<file path="src/mas_pkg.sv">
package mas_pkg;

  // item operations
  typedef enum logic [1:0] {
    OP_TICK       = 2'd0,
    OP_SET_ERRORS = 2'd1,
    OP_FORCE      = 2'd2,
    OP_SET_ENABLE = 2'd3
  } op_t;

  // tracking algorithms
  typedef enum logic [2:0] {
    ALG_SWEEP    = 3'd0,
    ALG_PEO      = 3'd1,
    ALG_DYN_STEP = 3'd2,
    ALG_PI       = 3'd3,
    ALG_FIXED    = 3'd4
  } alg_t;

  // start duties, fractions of 65536
  localparam logic [15:0] DUTY_START       = 16'd39322;
  localparam logic [15:0] DUTY_AFTER_ERROR = 16'd6554;
  localparam logic [15:0] DUTY_LOW_POWER   = 16'd13107;
  localparam logic [15:0] DUTY_ZERO        = 16'd0;

  // over-voltage error bit
  localparam logic [7:0] ERR_OVER_VOLTAGE = 8'h01;

  // configuration register indexes
  localparam int unsigned CFG_INDEX_W = 4;
  localparam logic [CFG_INDEX_W-1:0] CFG_MAX_BATTERY_VOLTAGE = 4'd0;
  localparam logic [CFG_INDEX_W-1:0] CFG_ERROR_WAIT_MS       = 4'd1;
  localparam logic [CFG_INDEX_W-1:0] CFG_MIN_PANEL_POWER     = 4'd2;
  localparam logic [CFG_INDEX_W-1:0] CFG_RESCAN_HOLDOFF_MS   = 4'd3;

  // configuration reset values
  localparam logic [15:0] RST_MAX_BATTERY_VOLTAGE = 16'd15360;
  localparam logic [31:0] RST_ERROR_WAIT_MS       = 32'd1000;
  localparam logic [31:0] RST_MIN_PANEL_POWER     = 32'd65536;
  localparam logic [31:0] RST_RESCAN_HOLDOFF_MS   = 32'd10000;

  typedef struct packed {
    logic [15:0] max_battery_voltage;
    logic [31:0] error_wait_ms;
    logic [31:0] min_panel_power;
    logic [31:0] rescan_holdoff_ms;
  } cfg_t;

  // registered input item, panel power already formed
  typedef struct packed {
    op_t         op;
    logic [31:0] now_ms;
    logic [15:0] battery_voltage;
    logic [31:0] pv_power;
    logic        sweep_done;
    logic [15:0] sweep_best_duty;
    logic [7:0]  error_in;
    logic [2:0]  algorithm_code;
    logic [15:0] force_duty;
    logic        enable;
  } item_t;

  typedef struct packed {
    alg_t        algorithm;
    logic        restarted;
    logic [15:0] start_duty;
    logic        waiting;
    logic [7:0]  error_bits;
  } result_t;

  typedef struct packed {
    alg_t        algorithm;
    logic [7:0]  errors;
    logic        forced;
    logic        error_pending;
    logic [31:0] error_time;
    logic [31:0] next_rescan_time;
  } sup_state_t;

endpackage

</file>
<file path="src/mas_item_if.sv">
interface mas_item_if;
  logic        valid;
  logic        ready;
  logic [1:0]  op;
  logic [31:0] now_ms;
  logic [15:0] battery_voltage;
  logic [15:0] panel_voltage;
  logic [15:0] panel_current;
  logic        sweep_done;
  logic [15:0] sweep_best_duty;
  logic [7:0]  error_in;
  logic [2:0]  algorithm_code;
  logic [15:0] force_duty;
  logic        enable;

  modport source (
    output valid, op, now_ms, battery_voltage, panel_voltage, panel_current,
           sweep_done, sweep_best_duty, error_in, algorithm_code, force_duty, enable,
    input  ready
  );
  modport sink (
    input  valid, op, now_ms, battery_voltage, panel_voltage, panel_current,
           sweep_done, sweep_best_duty, error_in, algorithm_code, force_duty, enable,
    output ready
  );
endinterface

</file>
<file path="src/mas_result_if.sv">
interface mas_result_if;
  logic        valid;
  logic        ready;
  logic [2:0]  algorithm;
  logic        restarted;
  logic [15:0] start_duty;
  logic        waiting;
  logic [7:0]  error_bits;

  modport source (
    output valid, algorithm, restarted, start_duty, waiting, error_bits,
    input  ready
  );
  modport sink (
    input  valid, algorithm, restarted, start_duty, waiting, error_bits,
    output ready
  );
endinterface

</file>
<file path="src/mas_cfg_if.sv">
interface mas_cfg_if;
  logic                             valid;
  logic                             ready;
  logic [mas_pkg::CFG_INDEX_W-1:0]  index;
  logic [31:0]                      data;

  modport source (output valid, index, data, input ready);
  modport sink (input valid, index, data, output ready);
endinterface

</file>
<file path="src/mas_cfg_regs.sv">
module mas_cfg_regs (
  input  logic           clk,
  input  logic           rst,
  mas_cfg_if.sink        cfg,
  output mas_pkg::cfg_t  regs
);

  // writes are always taken
  assign cfg.ready = 1'b1;

  // register file
  always_ff @(posedge clk) begin
    if (rst) begin
      regs.max_battery_voltage <= mas_pkg::RST_MAX_BATTERY_VOLTAGE;
      regs.error_wait_ms       <= mas_pkg::RST_ERROR_WAIT_MS;
      regs.min_panel_power     <= mas_pkg::RST_MIN_PANEL_POWER;
      regs.rescan_holdoff_ms   <= mas_pkg::RST_RESCAN_HOLDOFF_MS;
    end else if (cfg.valid) begin
      unique case (cfg.index)
        mas_pkg::CFG_MAX_BATTERY_VOLTAGE: regs.max_battery_voltage <= cfg.data[15:0];
        mas_pkg::CFG_ERROR_WAIT_MS:       regs.error_wait_ms       <= cfg.data;
        mas_pkg::CFG_MIN_PANEL_POWER:     regs.min_panel_power     <= cfg.data;
        mas_pkg::CFG_RESCAN_HOLDOFF_MS:   regs.rescan_holdoff_ms   <= cfg.data;
        default: ;
      endcase
    end
  end

endmodule

</file>
<file path="src/mas_decide.sv">
module mas_decide (
  input  mas_pkg::cfg_t       regs,
  input  mas_pkg::item_t      item,
  input  mas_pkg::sup_state_t st,
  output mas_pkg::sup_state_t st_next,
  output mas_pkg::result_t    res
);

  // one pass over the item: errors, sweep hand-over, low-power rescan, commands
  always_comb begin
    logic [31:0] elapsed;
    logic        restarted;
    logic [15:0] duty;
    st_next   = st;
    restarted = 1'b0;
    duty      = mas_pkg::DUTY_ZERO;
    elapsed   = '0;
    unique case (item.op)
      mas_pkg::OP_TICK: begin
        if (item.battery_voltage > regs.max_battery_voltage) begin
          st_next.errors = st_next.errors | mas_pkg::ERR_OVER_VOLTAGE;
        end
        // error entry forces zero duty
        if (st_next.errors != 8'd0 && !st_next.error_pending) begin
          st_next.algorithm     = mas_pkg::ALG_FIXED;
          restarted             = 1'b1;
          duty                  = mas_pkg::DUTY_ZERO;
          st_next.error_pending = 1'b1;
          st_next.error_time    = item.now_ms;
        end
        elapsed = item.now_ms - st_next.error_time;
        if (st_next.error_pending) begin
          // stabilization wait, then restart the sweep
          if (elapsed >= regs.error_wait_ms) begin
            st_next.errors        = 8'd0;
            st_next.error_pending = 1'b0;
            st_next.error_time    = '0;
            st_next.algorithm     = mas_pkg::ALG_SWEEP;
            restarted             = 1'b1;
            duty                  = mas_pkg::DUTY_AFTER_ERROR;
          end
        end else if (!st_next.forced) begin
          // sweep hand-over
          if (st_next.algorithm == mas_pkg::ALG_SWEEP && item.sweep_done) begin
            st_next.algorithm = mas_pkg::ALG_PEO;
            restarted         = 1'b1;
            duty              = item.sweep_best_duty;
          end
          // low-power rescan with holdoff
          if (item.pv_power <= regs.min_panel_power &&
              st_next.algorithm != mas_pkg::ALG_SWEEP &&
              item.now_ms >= st_next.next_rescan_time) begin
            st_next.next_rescan_time = item.now_ms + regs.rescan_holdoff_ms;
            st_next.algorithm        = mas_pkg::ALG_SWEEP;
            restarted                = 1'b1;
            duty                     = mas_pkg::DUTY_LOW_POWER;
          end
        end
      end
      mas_pkg::OP_SET_ERRORS: begin
        st_next.errors = item.error_in;
      end
      mas_pkg::OP_FORCE: begin
        if (item.algorithm_code <= mas_pkg::ALG_FIXED) begin
          st_next.algorithm = mas_pkg::alg_t'(item.algorithm_code);
          st_next.forced    = 1'b1;
          restarted         = 1'b1;
          duty              = item.force_duty;
        end
      end
      mas_pkg::OP_SET_ENABLE: begin
        if (!item.enable) begin
          st_next.algorithm = mas_pkg::ALG_FIXED;
          restarted         = 1'b1;
          duty              = mas_pkg::DUTY_ZERO;
        end else begin
          st_next.forced    = 1'b0;
          st_next.errors    = 8'd0;
          st_next.algorithm = mas_pkg::ALG_SWEEP;
          restarted         = 1'b1;
          duty              = mas_pkg::DUTY_START;
        end
      end
      default: ;
    endcase
    res.algorithm  = st_next.algorithm;
    res.restarted  = restarted;
    res.start_duty = restarted ? duty : mas_pkg::DUTY_ZERO;
    res.waiting    = st_next.error_pending;
    res.error_bits = st_next.errors;
  end

endmodule

</file>
<file path="src/mppt_algorithm_supervisor.sv">
// an item beat is held in the input register, then its result in the result register; a
//   stall on the result side keeps the item in the input register
// throughput: one item per cycle while results are taken, set by the single decision pass
//   whose supervisor state feeds back from the result-register edge to the next item
// reset: synchronous, active high; clears state, stage valids and loads register defaults
// no clearing pass after reset, items are taken in the first cycle after it
module mppt_algorithm_supervisor (
  input  logic          clk,
  input  logic          rst,
  mas_item_if.sink      item,
  mas_result_if.source  result,
  mas_cfg_if.sink       cfg
);

  mas_pkg::cfg_t       regs;
  mas_pkg::item_t      item_q;
  logic                item_valid;
  mas_pkg::sup_state_t st;
  mas_pkg::sup_state_t st_next;
  mas_pkg::result_t    res_next;
  mas_pkg::result_t    res_q;
  logic                res_valid;
  logic                advance;
  logic                accept;

  mas_cfg_regs u_cfg (
    .clk  (clk),
    .rst  (rst),
    .cfg  (cfg),
    .regs (regs)
  );

  mas_decide u_decide (
    .regs    (regs),
    .item    (item_q),
    .st      (st),
    .st_next (st_next),
    .res     (res_next)
  );

  // stage handshake
  assign advance    = item_valid && (!res_valid || result.ready);
  assign item.ready = !item_valid || advance;
  assign accept     = item.valid && item.ready;

  // input register, panel power formed on the way in
  always_ff @(posedge clk) begin
    if (rst) begin
      item_valid <= 1'b0;
    end else if (accept) begin
      item_valid <= 1'b1;
    end else if (advance) begin
      item_valid <= 1'b0;
    end
  end

  always_ff @(posedge clk) begin
    if (accept) begin
      item_q.op              <= mas_pkg::op_t'(item.op);
      item_q.now_ms          <= item.now_ms;
      item_q.battery_voltage <= item.battery_voltage;
      item_q.pv_power        <= 32'(item.panel_voltage) * 32'(item.panel_current);
      item_q.sweep_done      <= item.sweep_done;
      item_q.sweep_best_duty <= item.sweep_best_duty;
      item_q.error_in        <= item.error_in;
      item_q.algorithm_code  <= item.algorithm_code;
      item_q.force_duty      <= item.force_duty;
      item_q.enable          <= item.enable;
    end
  end

  // supervisor state
  always_ff @(posedge clk) begin
    if (rst) begin
      st.algorithm        <= mas_pkg::ALG_SWEEP;
      st.errors           <= 8'd0;
      st.forced           <= 1'b0;
      st.error_pending    <= 1'b0;
      st.error_time       <= '0;
      st.next_rescan_time <= '0;
    end else if (advance) begin
      st <= st_next;
    end
  end

  // result register
  always_ff @(posedge clk) begin
    if (rst) begin
      res_valid <= 1'b0;
    end else if (advance) begin
      res_valid <= 1'b1;
    end else if (result.ready) begin
      res_valid <= 1'b0;
    end
  end

  always_ff @(posedge clk) begin
    if (advance) begin
      res_q <= res_next;
    end
  end

  assign result.valid      = res_valid;
  assign result.algorithm  = res_q.algorithm;
  assign result.restarted  = res_q.restarted;
  assign result.start_duty = res_q.start_duty;
  assign result.waiting    = res_q.waiting;
  assign result.error_bits = res_q.error_bits;

`ifndef NO_ASSERTIONS
  // a processed item always lands in the result register
  a_advance_loads: assert property (@(posedge clk) disable iff (rst)
    advance |=> result.valid)
    else $error("processed item did not reach the result register");

  // supervisor state moves only with a processed item
  a_state_hold: assert property (@(posedge clk) disable iff (rst)
    !advance |=> $stable(st))
    else $error("supervisor state changed without a processed item");

  // error timer is cleared whenever no wait is pending
  a_timer_flag: assert property (@(posedge clk) disable iff (rst)
    !st.error_pending |-> st.error_time == '0)
    else $error("error timer set with no pending wait");

  // a held input item stays put while the result side stalls
  a_item_hold: assert property (@(posedge clk) disable iff (rst)
    item_valid && !advance |=> item_valid && $stable(item_q))
    else $error("stalled input item was lost or changed");
`endif

endmodule

</file>
<file path="src/flat_wrapper.sv">
// flat-port wrapper written by rule: the top's interface ports become plain ports
module mppt_algorithm_supervisor_flat 
  (clk, rst, item_valid, item_op, item_now_ms, item_battery_voltage, item_panel_voltage, item_panel_current, item_sweep_done, item_sweep_best_duty, item_error_in, item_algorithm_code, item_force_duty, item_enable, item_ready, result_valid, result_algorithm, result_restarted, result_start_duty, result_waiting, result_error_bits, result_ready, cfg_valid, cfg_index, cfg_data, cfg_ready);
  mas_item_if item_i ();
  mas_result_if result_i ();
  mas_cfg_if cfg_i ();
  input  logic clk;
  input  logic rst;
  input wire logic [$bits(item_i.valid)-1:0] item_valid;
  input wire logic [$bits(item_i.op)-1:0] item_op;
  input wire logic [$bits(item_i.now_ms)-1:0] item_now_ms;
  input wire logic [$bits(item_i.battery_voltage)-1:0] item_battery_voltage;
  input wire logic [$bits(item_i.panel_voltage)-1:0] item_panel_voltage;
  input wire logic [$bits(item_i.panel_current)-1:0] item_panel_current;
  input wire logic [$bits(item_i.sweep_done)-1:0] item_sweep_done;
  input wire logic [$bits(item_i.sweep_best_duty)-1:0] item_sweep_best_duty;
  input wire logic [$bits(item_i.error_in)-1:0] item_error_in;
  input wire logic [$bits(item_i.algorithm_code)-1:0] item_algorithm_code;
  input wire logic [$bits(item_i.force_duty)-1:0] item_force_duty;
  input wire logic [$bits(item_i.enable)-1:0] item_enable;
  output wire logic [$bits(item_i.ready)-1:0] item_ready;
  output wire logic [$bits(result_i.valid)-1:0] result_valid;
  output wire logic [$bits(result_i.algorithm)-1:0] result_algorithm;
  output wire logic [$bits(result_i.restarted)-1:0] result_restarted;
  output wire logic [$bits(result_i.start_duty)-1:0] result_start_duty;
  output wire logic [$bits(result_i.waiting)-1:0] result_waiting;
  output wire logic [$bits(result_i.error_bits)-1:0] result_error_bits;
  input wire logic [$bits(result_i.ready)-1:0] result_ready;
  input wire logic [$bits(cfg_i.valid)-1:0] cfg_valid;
  input wire logic [$bits(cfg_i.index)-1:0] cfg_index;
  input wire logic [$bits(cfg_i.data)-1:0] cfg_data;
  output wire logic [$bits(cfg_i.ready)-1:0] cfg_ready;
  assign item_i.valid = item_valid;
  assign item_i.op = item_op;
  assign item_i.now_ms = item_now_ms;
  assign item_i.battery_voltage = item_battery_voltage;
  assign item_i.panel_voltage = item_panel_voltage;
  assign item_i.panel_current = item_panel_current;
  assign item_i.sweep_done = item_sweep_done;
  assign item_i.sweep_best_duty = item_sweep_best_duty;
  assign item_i.error_in = item_error_in;
  assign item_i.algorithm_code = item_algorithm_code;
  assign item_i.force_duty = item_force_duty;
  assign item_i.enable = item_enable;
  assign item_ready = item_i.ready;
  assign result_valid = result_i.valid;
  assign result_algorithm = result_i.algorithm;
  assign result_restarted = result_i.restarted;
  assign result_start_duty = result_i.start_duty;
  assign result_waiting = result_i.waiting;
  assign result_error_bits = result_i.error_bits;
  assign result_i.ready = result_ready;
  assign cfg_i.valid = cfg_valid;
  assign cfg_i.index = cfg_index;
  assign cfg_i.data = cfg_data;
  assign cfg_ready = cfg_i.ready;
  mppt_algorithm_supervisor u_core (.clk(clk), .rst(rst), .item(item_i), .result(result_i), .cfg(cfg_i));
endmodule
</file>
<file path="config.mk">
export PLATFORM = sky130hd
export DESIGN_NAME = mppt_algorithm_supervisor_flat
export DESIGN_NICKNAME = d
export VERILOG_FILES = /design/src/mas_pkg.sv /design/src/mas_item_if.sv /design/src/mas_result_if.sv /design/src/mas_cfg_if.sv /design/src/mas_cfg_regs.sv /design/src/mas_decide.sv /design/src/mppt_algorithm_supervisor.sv /design/src/flat_wrapper.sv
export SDC_FILE = /design/constraint.sdc
export NUM_CORES = 1
export LEC_CHECK = 0
export ABC_AREA = 1
export BUFFER_PORTS_ARGS = -buffer_cell sky130_fd_sc_hd__buf_2
export CORE_ASPECT_RATIO = 1.75
export CORE_UTILIZATION = 40
export DETAILED_ROUTE_END_ITERATION = 8
export PLACE_DENSITY_LB_ADDON = 0.12
export SLEW_MARGIN = 25
export SYNTH_ARGS = -nofsm -noshare
export SYNTH_HDL_FRONTEND = slang
export SYNTH_SLANG_ARGS = --single-unit
export TNS_END_PERCENT = 1
</file>
<file path="constraint.sdc">
create_clock -name clk -period 12.2 [get_ports clk]
set_input_delay 1.22 -clock clk [delete_from_list [all_inputs] [get_ports clk]]
set_output_delay 1.22 -clock clk [all_outputs]
set_load 0.05 [all_outputs]
</file>
* Word level (Yosys, flattened, before mapping)
Cells that the tools add are included.
** Cells by class
- Multipliers :: 1
- Reduce and logical (&&, ||, !) cells :: 26
- Bitwise gates (word level) :: 2
- Multiplexer cells :: 48
- $add $sub $neg :: 2
- Order comparisons :: 5
- Equal/unequal tests :: 8
** Operator list (number)
- $mux W33 :: 4
- $mux W16 :: 6
- $mux W32 :: 3
- $mux W65 :: 1
- $ge A32 B32 Y1 :: 2
- $pmux W16 S3 :: 1
- $mux W3 :: 11
- $add A32 B32 Y32 :: 1
- $le A32 B32 Y1 :: 1
- $mul A16 B16 Y32 :: 1
- $sub A32 B32 Y32 :: 1
- $pmux W8 S3 :: 1
- $gt A16 B16 Y1 :: 1
- $mux W8 :: 2
- $mux W1 :: 13
- $mux W13 :: 1
- $mux W11 :: 1
- $reduce_and A2 Y1 :: 5
- $mux W9 :: 1
- $pmux W3 S3 :: 1
- $eq A4 B2 Y1 const B :: 2
- $reduce_bool A8 Y1 :: 1
- $logic_and A1 B1 Y1 :: 6
- $reduce_bool A2 Y1 :: 3
- 17 further kinds :: 22
** Word-level totals
- Register bits :: 347
- Output and inout port bits :: 32
- Word-level logic and storage cells :: 119
- Bits of input ports :: 168

* Depth between registers and ports, before layout
Gate-level depths: netlist (run 1).
- Depth in word-level cells :: 20
- Mapped depth :: 46
- Gate-level depth less buffers :: 44

* Hierarchy
A second synthesis (run 1) with hierarchy kept.
** Second synthesis, totals
- Cell total of the unflattened synthesis :: 4168
- Area total of the unflattened synthesis :: 30437.9 um2
** Modules (own cells, without submodules)
- mppt_algorithm_supervisor :: cells an instance 1870, instances 1, area an instance 16849.9 um2, sequential area each 6266.0 um2
- mas_decide :: cells an instance 1507, instances 1, area an instance 8413.1 um2, sequential area each 0.0 um2
- mas_cfg_regs :: cells an instance 791, instances 1, area an instance 5175.0 um2, sequential area each 2242.2 um2

* Worst setup path before layout (run 1)
OpenSTA, ideal clock, no wires.
- Path kind :: input port to flip-flop
- Start :: in item_panel_current[1]
- End :: reg u_core.item_q[76] in the netlist's numbering, data pin
- Path slack :: 5.425 ns
- Buffers on the path :: 2
- Library setup time :: 0.260 ns
- Required time :: 11.940 ns
- Stages on the path :: 22
- Arrival time :: 6.515 ns
- Cell sequence :: clkbuf_1 clkbuf_1 nand2_1 fa_1 inv_1 fa_1 inv_1 fa_1 inv_1 fa_1 inv_1 fa_1 inv_1 fa_1 ha_1 nand2_1 or4_1 o221ai_1 a21oi_1 nor2_1 nor2_1 xnor2_1
** On the way
- Word-level cells in the longest chain between the ends :: 1
** RTL lines
- from (decl) :: line flat_wrapper.sv:14 : input wire logic [$bits(item_i.panel_current)-1:0] item_panel_current;
- $mul A16 B16 Y32 :: line mppt_algorithm_supervisor.sv:62 : item_q.pv_power <= 32'(item.panel_voltage) * 32'(item.panel_current);
- to (decl) :: line mppt_algorithm_supervisor.sv:16 : mas_pkg::item_t item_q;
No other way between the ends.
A chain may end at the register's enable or synchronous reset.

==> run_results.csv, run 1 <==
group,metric,value,unit
clocking,clock_sinks,347,
grt,grt.overflow.total,0,
detailed_routing,wl,80900,microns
sta,postLayoutSetupSlackWorst,5140,ps
yosys,syn-mean-instance-area,8.29,sq um
clocking,clk_pin_slew,70,ps
sta,max_freq,142,MHz
yosys,synth-edff-count,156,
floorplan,num_io_pins,200,
detailed_routing,vias,22100,
clocking,cts_tree,"yes",
worst_setup_path,cpMostUsedCell,"nand2_1",
worst_setup_path,reg2reg_depth,30,
yosys,ys_ff_latch,347,
detailed_routing,wire_per_inst,18.7,microns
sta,fin_crit_sh,0.578,
sta,tns,0,ps
clocking,post_cts_buffers,0,
yosys,synth_area_leaders,"edfxtp_1 (17%), fa_1 (14%), dfxtp_1 (14%)",
clocking,clk_latency,560,ps
detailed_routing,via_per_inst,5.10,
yosys,synth_area_leader_cell,"edfxtp_1",
worst_setup_path,r2r_slack,5140,ps
yosys,synth.top_cell.area_share,0.172,
power_and_ir_drop,vdd_drop_max,0.133,mV
worst_setup_path,worst_ep_arrival_time,7550,ps
yosys,syn_area,27200,sq um
yosys,yosysSeqAreaShare,0.312,
finish,utilization,0.447,
placed_design,dp_hpwl,65000,microns
detailed_routing,drc,0,
yosys,synth_top_cells_by_count,"nand2_1 (646), inv_1 (589), a21oi_1 (316), ha_1 (273), o21ai_0 (198)",
floorplan,std_cell_rows,126,
worst_hold_path,hp-class,"reg2reg",
floorplan,die_w,199,microns
clocking,root_buffer,"clkbuf_16",
worst_hold_path,hold_path_depth,2,
clocking,cts_made_buffers,36,
floorplan,core,67300,sq um
yosys,syn_nets,3922,
floorplan,design.die.area,69200,sq um
worst_setup_path,r2r_end,"u_core.st[66]",
clocking,htree_num_levels,2,
worst_setup_path,cp-start-kind,"flop",
clocking,holdBufCountCts,0,
worst_setup_path,r2r_start,"u_core.item_q[90]",
detailed_routing,drtPass1Iterations,5,
grt,grt_usage,0.236,
power_and_ir_drop,powerDensity,201,nW/um^2
sta,setup_viol,0,
worst_hold_path,hold_start,"u_core.u_cfg.regs[102]",
grt,grt_pass1_wl,125000,microns
finish,fin_nets,4037,
yosys,yosys_warnings,0,
power_and_ir_drop,power,6.04,mW
clocking,ctsResizeCount,0,
sta,finClkSkew,21.1,ps
detailed_routing,drt_iter0_drc,875,
worst_setup_path,cp-end-kind,"flop",
power_and_ir_drop,leakagePower,14.2,nW
worst_setup_path,critical_path_required,12700,ps
sta,finalHoldViolCount,0,
worst_setup_path,crit_slowest_cell,"nand2_1",
grt,grt_pass1_vias,23300,
job,maxCapViolCount,0,
sta,slew_violations,0,
worst_setup_path,cp_max_fo,59,
placed_design,port_buffers,198,
sta,tightest_slew,989,ps
worst_hold_path,holdPathEnd,"u_core.u_cfg.regs[102]",
worst_setup_path,crit_type,"reg2reg",
yosys,ys.flop_type,"dfxtp_1",
grt,grt_max_degree,96,
sta,hold_ws,461,ps
detailed_routing,drtAntennaViolNets,0,
yosys,synth_cells,3286,
yosys,yosys.cell_types.count,60,
sta,relSlewSlack,0.338,
clocking,clk_path_buf_depth,3,
placed_design,pre_cts_slack,4510,ps
sta,period_minus_slack,7060,ps
sta,rsz0062_at_grt,"false",
grt,antenna_found_initial,9,
yosys,synthArstFlopShare,0,
worst_setup_path,max_stage_delay,800,ps
finish,drive_gt1_frac,0.0940,
floorplan,start_util,0.404,
floorplan,die_h,347,microns
placed_design,gp_congestion,0.942,
yosys,synth.most_common_cell,"nand2_1",
finish,synthToLayoutAreaGrowth,10.5,%
outcome,status,"finished, final reports clean",
placed cells by master, fill, tap and decap left out, drive strengths merged, types with 73 or more instances in the layout:
master,netlist,routed
nor2,197,197
nand2,667,667
fa,195,195
buf,14,209
a21oi,318,318
dfxtp,191,191
o21ai,217,217
ha,273,273
nand3,73,73
inv,597,598
edfxtp,156,156
final cells by class:
class,instances,area (sq um)
inverters,601,2260
multi-input cells,2206,15900
flip-flops and latches,347,8510
diodes,2,5.00
clock inverters,18,209
well taps,896,1120
fillers,6772,37200
clock buffers,46,958
repair buffers,209,1070
metrics by stage:
stage	std cells	area (sq um)
detailed placement	4259	28900
global placement	4259	28900
CTS	4323	30100
finish	4325	30100
global route	4323	30100
floorplan	3286	27200
registers in the layout (all words and copies together) (netlist names):
signal / cells
u_core.item_valid: 1
u_core.item_q: 127
u_core.result.start_duty: 16
u_core.result.valid: 1
u_core.result.restarted: 1
u_core.result.algorithm: 3
u_core.st: 77
u_core.result.waiting: 1
u_core.result.error_bits: 8
u_core.u_cfg.regs: 112
critical path: cells and delay by family, from the launching register on:
| family | cells | cell delay, ps |
|---|---|---|
| AO/OA/AOI/OAI | 14 | 2690 |
| buffers and inverters | 1 | 70 |
| multiplexers | 1 | 310 |
| AND/OR/NAND/NOR | 11 | 2500 |
| flip-flops | 1 | 380 |
| adder cells (fa/ha/maj) | 3 | 950 |
metal layers:
metal	GRT usage	up-vias	share of wire
met3	0.0251	194	0.033
met2	0.483	479	0.57
met1	0.223	10600	0.35
met5	0	-	0.0013
li1	-	10800	-
met4	0.113	14	0.049
power by group:
part / leakage [nW] / switching (mW) / internal, mW
Combinational: 10.5 / 2.12 / 1.28
Clock: 0.568 / 0.492 / 0.645
Sequential: 3.07 / 0.0436 / 1.47
Total: 14.2 / 2.65 / 3.39
worst max path at each step:
stage | start | to | slack [ps] | depth (start not counted)
global placement | item_panel_voltage[11] | u_core.item_q[72] | 4550 | 20
finish | u_core.item_q[90] | u_core.st[66] | 5140 | 30
CTS | u_core.item_q[86] | u_core.st[66] | 5100 | 31
detailed placement | item_panel_current[4] | u_core.item_q[72] | 4510 | 20
global route | u_core.item_q[86] | u_core.st[66] | 4560 | 33
floorplan | item_panel_current[1] | u_core.item_q[76] | 5430 | 22
logic make-up after synthesis:
family	count (synthesis)	share of synthesized area
XOR/XNOR	76	0.0244
other	1	0.000138
flip-flops	347	0.312
buffers and inverters	733	0.103
multiplexers	21	0.00772
AND/OR/NAND/NOR	997	0.154
adder cells (fa/ha/maj)	468	0.269
AO/OA/AOI/OAI	643	0.130
No activity file was read; power rests on OpenSTA's default activity.
==> run 2, diff against run 1 <==
==> constraint.sdc (replaced) <==
create_clock -name clk -period 6 [get_ports clk]
set_input_delay 0.6 -clock clk [delete_from_list [all_inputs] [get_ports clk]]
set_output_delay 0.6 -clock clk [all_outputs]
set_load 0.05 [all_outputs]
==> run 2 against run 1 <==
Net effect:
- critical path depth fell by 8
- die area unchanged
- sequential share of layout area decreased by 2.0 points
- power is 130% higher
- via count grew 3.8%
- final cell count grew 5.0%
- sequential power increased by 100%
- clock power grew 96%
- worst setup slack worse by 4900 ps
- design area is 7.6% higher
- critical path type is now in2reg
- critical endpoint is now u_core.item_q[76]
==> run_results.csv, run 2 (synthesis gave the netlist of run 1 again) <==
group,metric,value,unit
outcome,status,"finished, final reports clean",
detailed_routing,wire_per_inst,18.1,microns
detailed_routing,drt_iter0_drc,934,
power_and_ir_drop,p_int,8.49,mW
floorplan,die_w,199,microns
worst_setup_path,r2r_start,"u_core.item_q[88]",
finish,largest_reg_flops,127,
floorplan,std_cell_rows,126,
detailed_routing,drtPass1Iterations,6,
sta,relSlewSlack,0.309,
worst_setup_path,critPathTopFamily,"adder cells",
floorplan,num_io_pins,200,
worst_setup_path,max_stage_delay,600,ps
floorplan,core,67300,sq um
sta,finClkSkew,17.9,ps
power_and_ir_drop,combPwrFrac,0.623,
power_and_ir_drop,vdd_drop_max,0.406,mV
sta,postLayoutSetupSlackWorst,251,ps
finish,synthToLayoutAreaGrowth,18.8,%
detailed_routing,drtAntennaViolNets,0,
power_and_ir_drop,p_seq_frac,0.218,
finish,fin_area,32400,sq um
worst_setup_path,cp-end-kind,"flop",
sta,period_minus_slack,5750,ps
clocking,cts_made_buffers,34,
finish,regMostFlops,"u_core.item_q",
clocking,clock_sinks,347,
floorplan,die_h,347,microns
power_and_ir_drop,pwr-share-clk,0.159,
clocking,clk_path_buf_depth,3,
clocking,root_buffer,"clkbuf_16",
grt,grt_usage,0.240,
detailed_routing,drc,0,
placed_design,dpl-instance-area,30700,sq um
placed_design,gp_congestion,0.927,
job,maxCapViolCount,0,
finish,final_cell_mix,"nand2_1 (643), inv_1 (582), a21oi_1 (298)",
grt,grt_max_degree,112,
worst_hold_path,holdPathEnd,"u_core.item_q[81]",
worst_setup_path,cpMostUsedCell,"fa_1",
finish,drive_gt1_frac,0.168,
power_and_ir_drop,p_sw_frac,0.397,
grt,grt_pass1_wl,127000,microns
detailed_routing,wl,82100,microns
clocking,clk_pin_slew,70,ps
power_and_ir_drop,leakagePower,15.4,nW
detailed_routing,via_per_inst,5.05,
worst_setup_path,cp_cell_sequence,"buf_2, buf_4, nand2_1, fa_1, inv_1, fa_1, inv_1, fa_1, fa_1, inv_1, fa_1, ha_1, ha_1, a21oi_1, o21ai_0, a2111oi_0, buf_4, o221ai_2, a21oi_1, nor2_1, nor2_1, xnor2_1",
worst_setup_path,r2r_end,"u_core.st[66]",
worst_setup_path,crit_slowest_cell,"a2111oi_0",
finish,nFillCells,6649,
sta,max_freq,174,MHz
placed_design,port_buffers,198,
clocking,clk_latency,540,ps
finish,final_common_cell,"nand2_1",
worst_hold_path,hp-class,"in2reg",
worst_hold_path,hold_start,"item_battery_voltage[4]",
floorplan,start_util,0.404,
grt,grt_pass1_vias,24400,
worst_setup_path,r2r_slack,340,ps
worst_setup_path,critical_path_required,6280,ps
placed_design,dp_hpwl,67700,microns
sta,hold_ws,224,ps
sta,finalHoldViolCount,0,
finish,largestRegisters,"u_core.item_q x127, u_core.u_cfg.regs x112, u_core.st x77",
detailed_routing,vias,22900,
power_and_ir_drop,powerDensity,435,nW/um^2
sta,fin_crit_sh,0.958,
sta,tightest_slew,1040,ps
clocking,holdBufCountCts,0,
sta,slew_violations,0,
finish,fin_nets,4255,
worst_setup_path,cp-start-kind,"input port",
clocking,htree_num_levels,2,
clocking,cts_tree,"yes",
worst_hold_path,hold_path_depth,1,
worst_setup_path,path_buf_inv,6,
placed_design,pre_cts_slack,-272,ps
worst_setup_path,crit_start,"item_panel_voltage[13]",
worst_setup_path,cp_max_fo,9,
worst_setup_path,worst_ep_arrival_time,6020,ps
grt,grt.overflow.total,0,
grt,antenna_found_initial,10,
worst_setup_path,reg2reg_depth,35,
worst_setup_path,crit_type,"in2reg",
power_and_ir_drop,switchingPower,5.60,mW
floorplan,design.die.area,69200,sq um
sta,setup_viol,0,
-- run 2: cell type report --
type,instances,area (sq um),area share
diodes,1,2.50,0.0000773
inverters,601,2260,0.0699
clock buffers,48,1030,0.0318
clock inverters,12,126,0.00391
flip-flops and latches,347,8510,0.263
repair buffers,429,3010,0.0930
well taps,896,1120,0.0347
multi-input cells,2206,16300,0.504
-- run 2: layer usage --
layer	vias up	share of wire	track usage
li1	11200	-	-
met4	18	0.053	0.128
met2	522	0.58	0.499
met3	216	0.033	0.0274
met1	10900	0.33	0.215
met5	-	0.0014	0
-- run 2: timing repair --
action	CTS	global route
cloned	0	1
resized for setup	15	83
pin swaps	2	13
endpoints found under the setup margin	63	64
setup buffers	2	7
-- run 2: worst max-delay path by stage --
stage	slack (ps)	to	cells after the start
finish	250	u_core.item_q[76]	22
CTS	20	u_core.st[74]	39
floorplan	-30	u_core.item_q[75]	22
detailed placement	-270	u_core.item_q[72]	22
global placement	-280	u_core.item_q[76]	22
global route	-20	u_core.st[66]	35
-- run 2: through the flow --
stage / utilization / total power, mW / setup TNS (ps) / cells
6_report: 0.481 / 14.1 / 0 / 4540
5_1_grt: 0.481 / 15.4 / -42.6 / 4540
4_1_cts: 0.475 / 14.2 / 0 / 4531
3_5_place_dp: 0.457 / 11.9 / -8990 / 4469
3_3_place_gp: 0.457 / 11.7 / -3660 / 4469
2_1_floorplan: - / 8.22 / -49.6 / 3286
-- run 2: power groups by stage --
| stage | registers [mW] | clock network (mW) | logic [mW] |
|---|---|---|---|
| after floorplan | 3.14 | 0 | 5.08 |
| after global placement | 3.12 | 0 | 8.60 |
| after detailed placement | 3.13 | 0 | 8.76 |
| after CTS | 3.08 | 2.31 | 8.81 |
| after global routing | 3.09 | 2.39 | 9.90 |
| final | 3.08 | 2.24 | 8.77 |
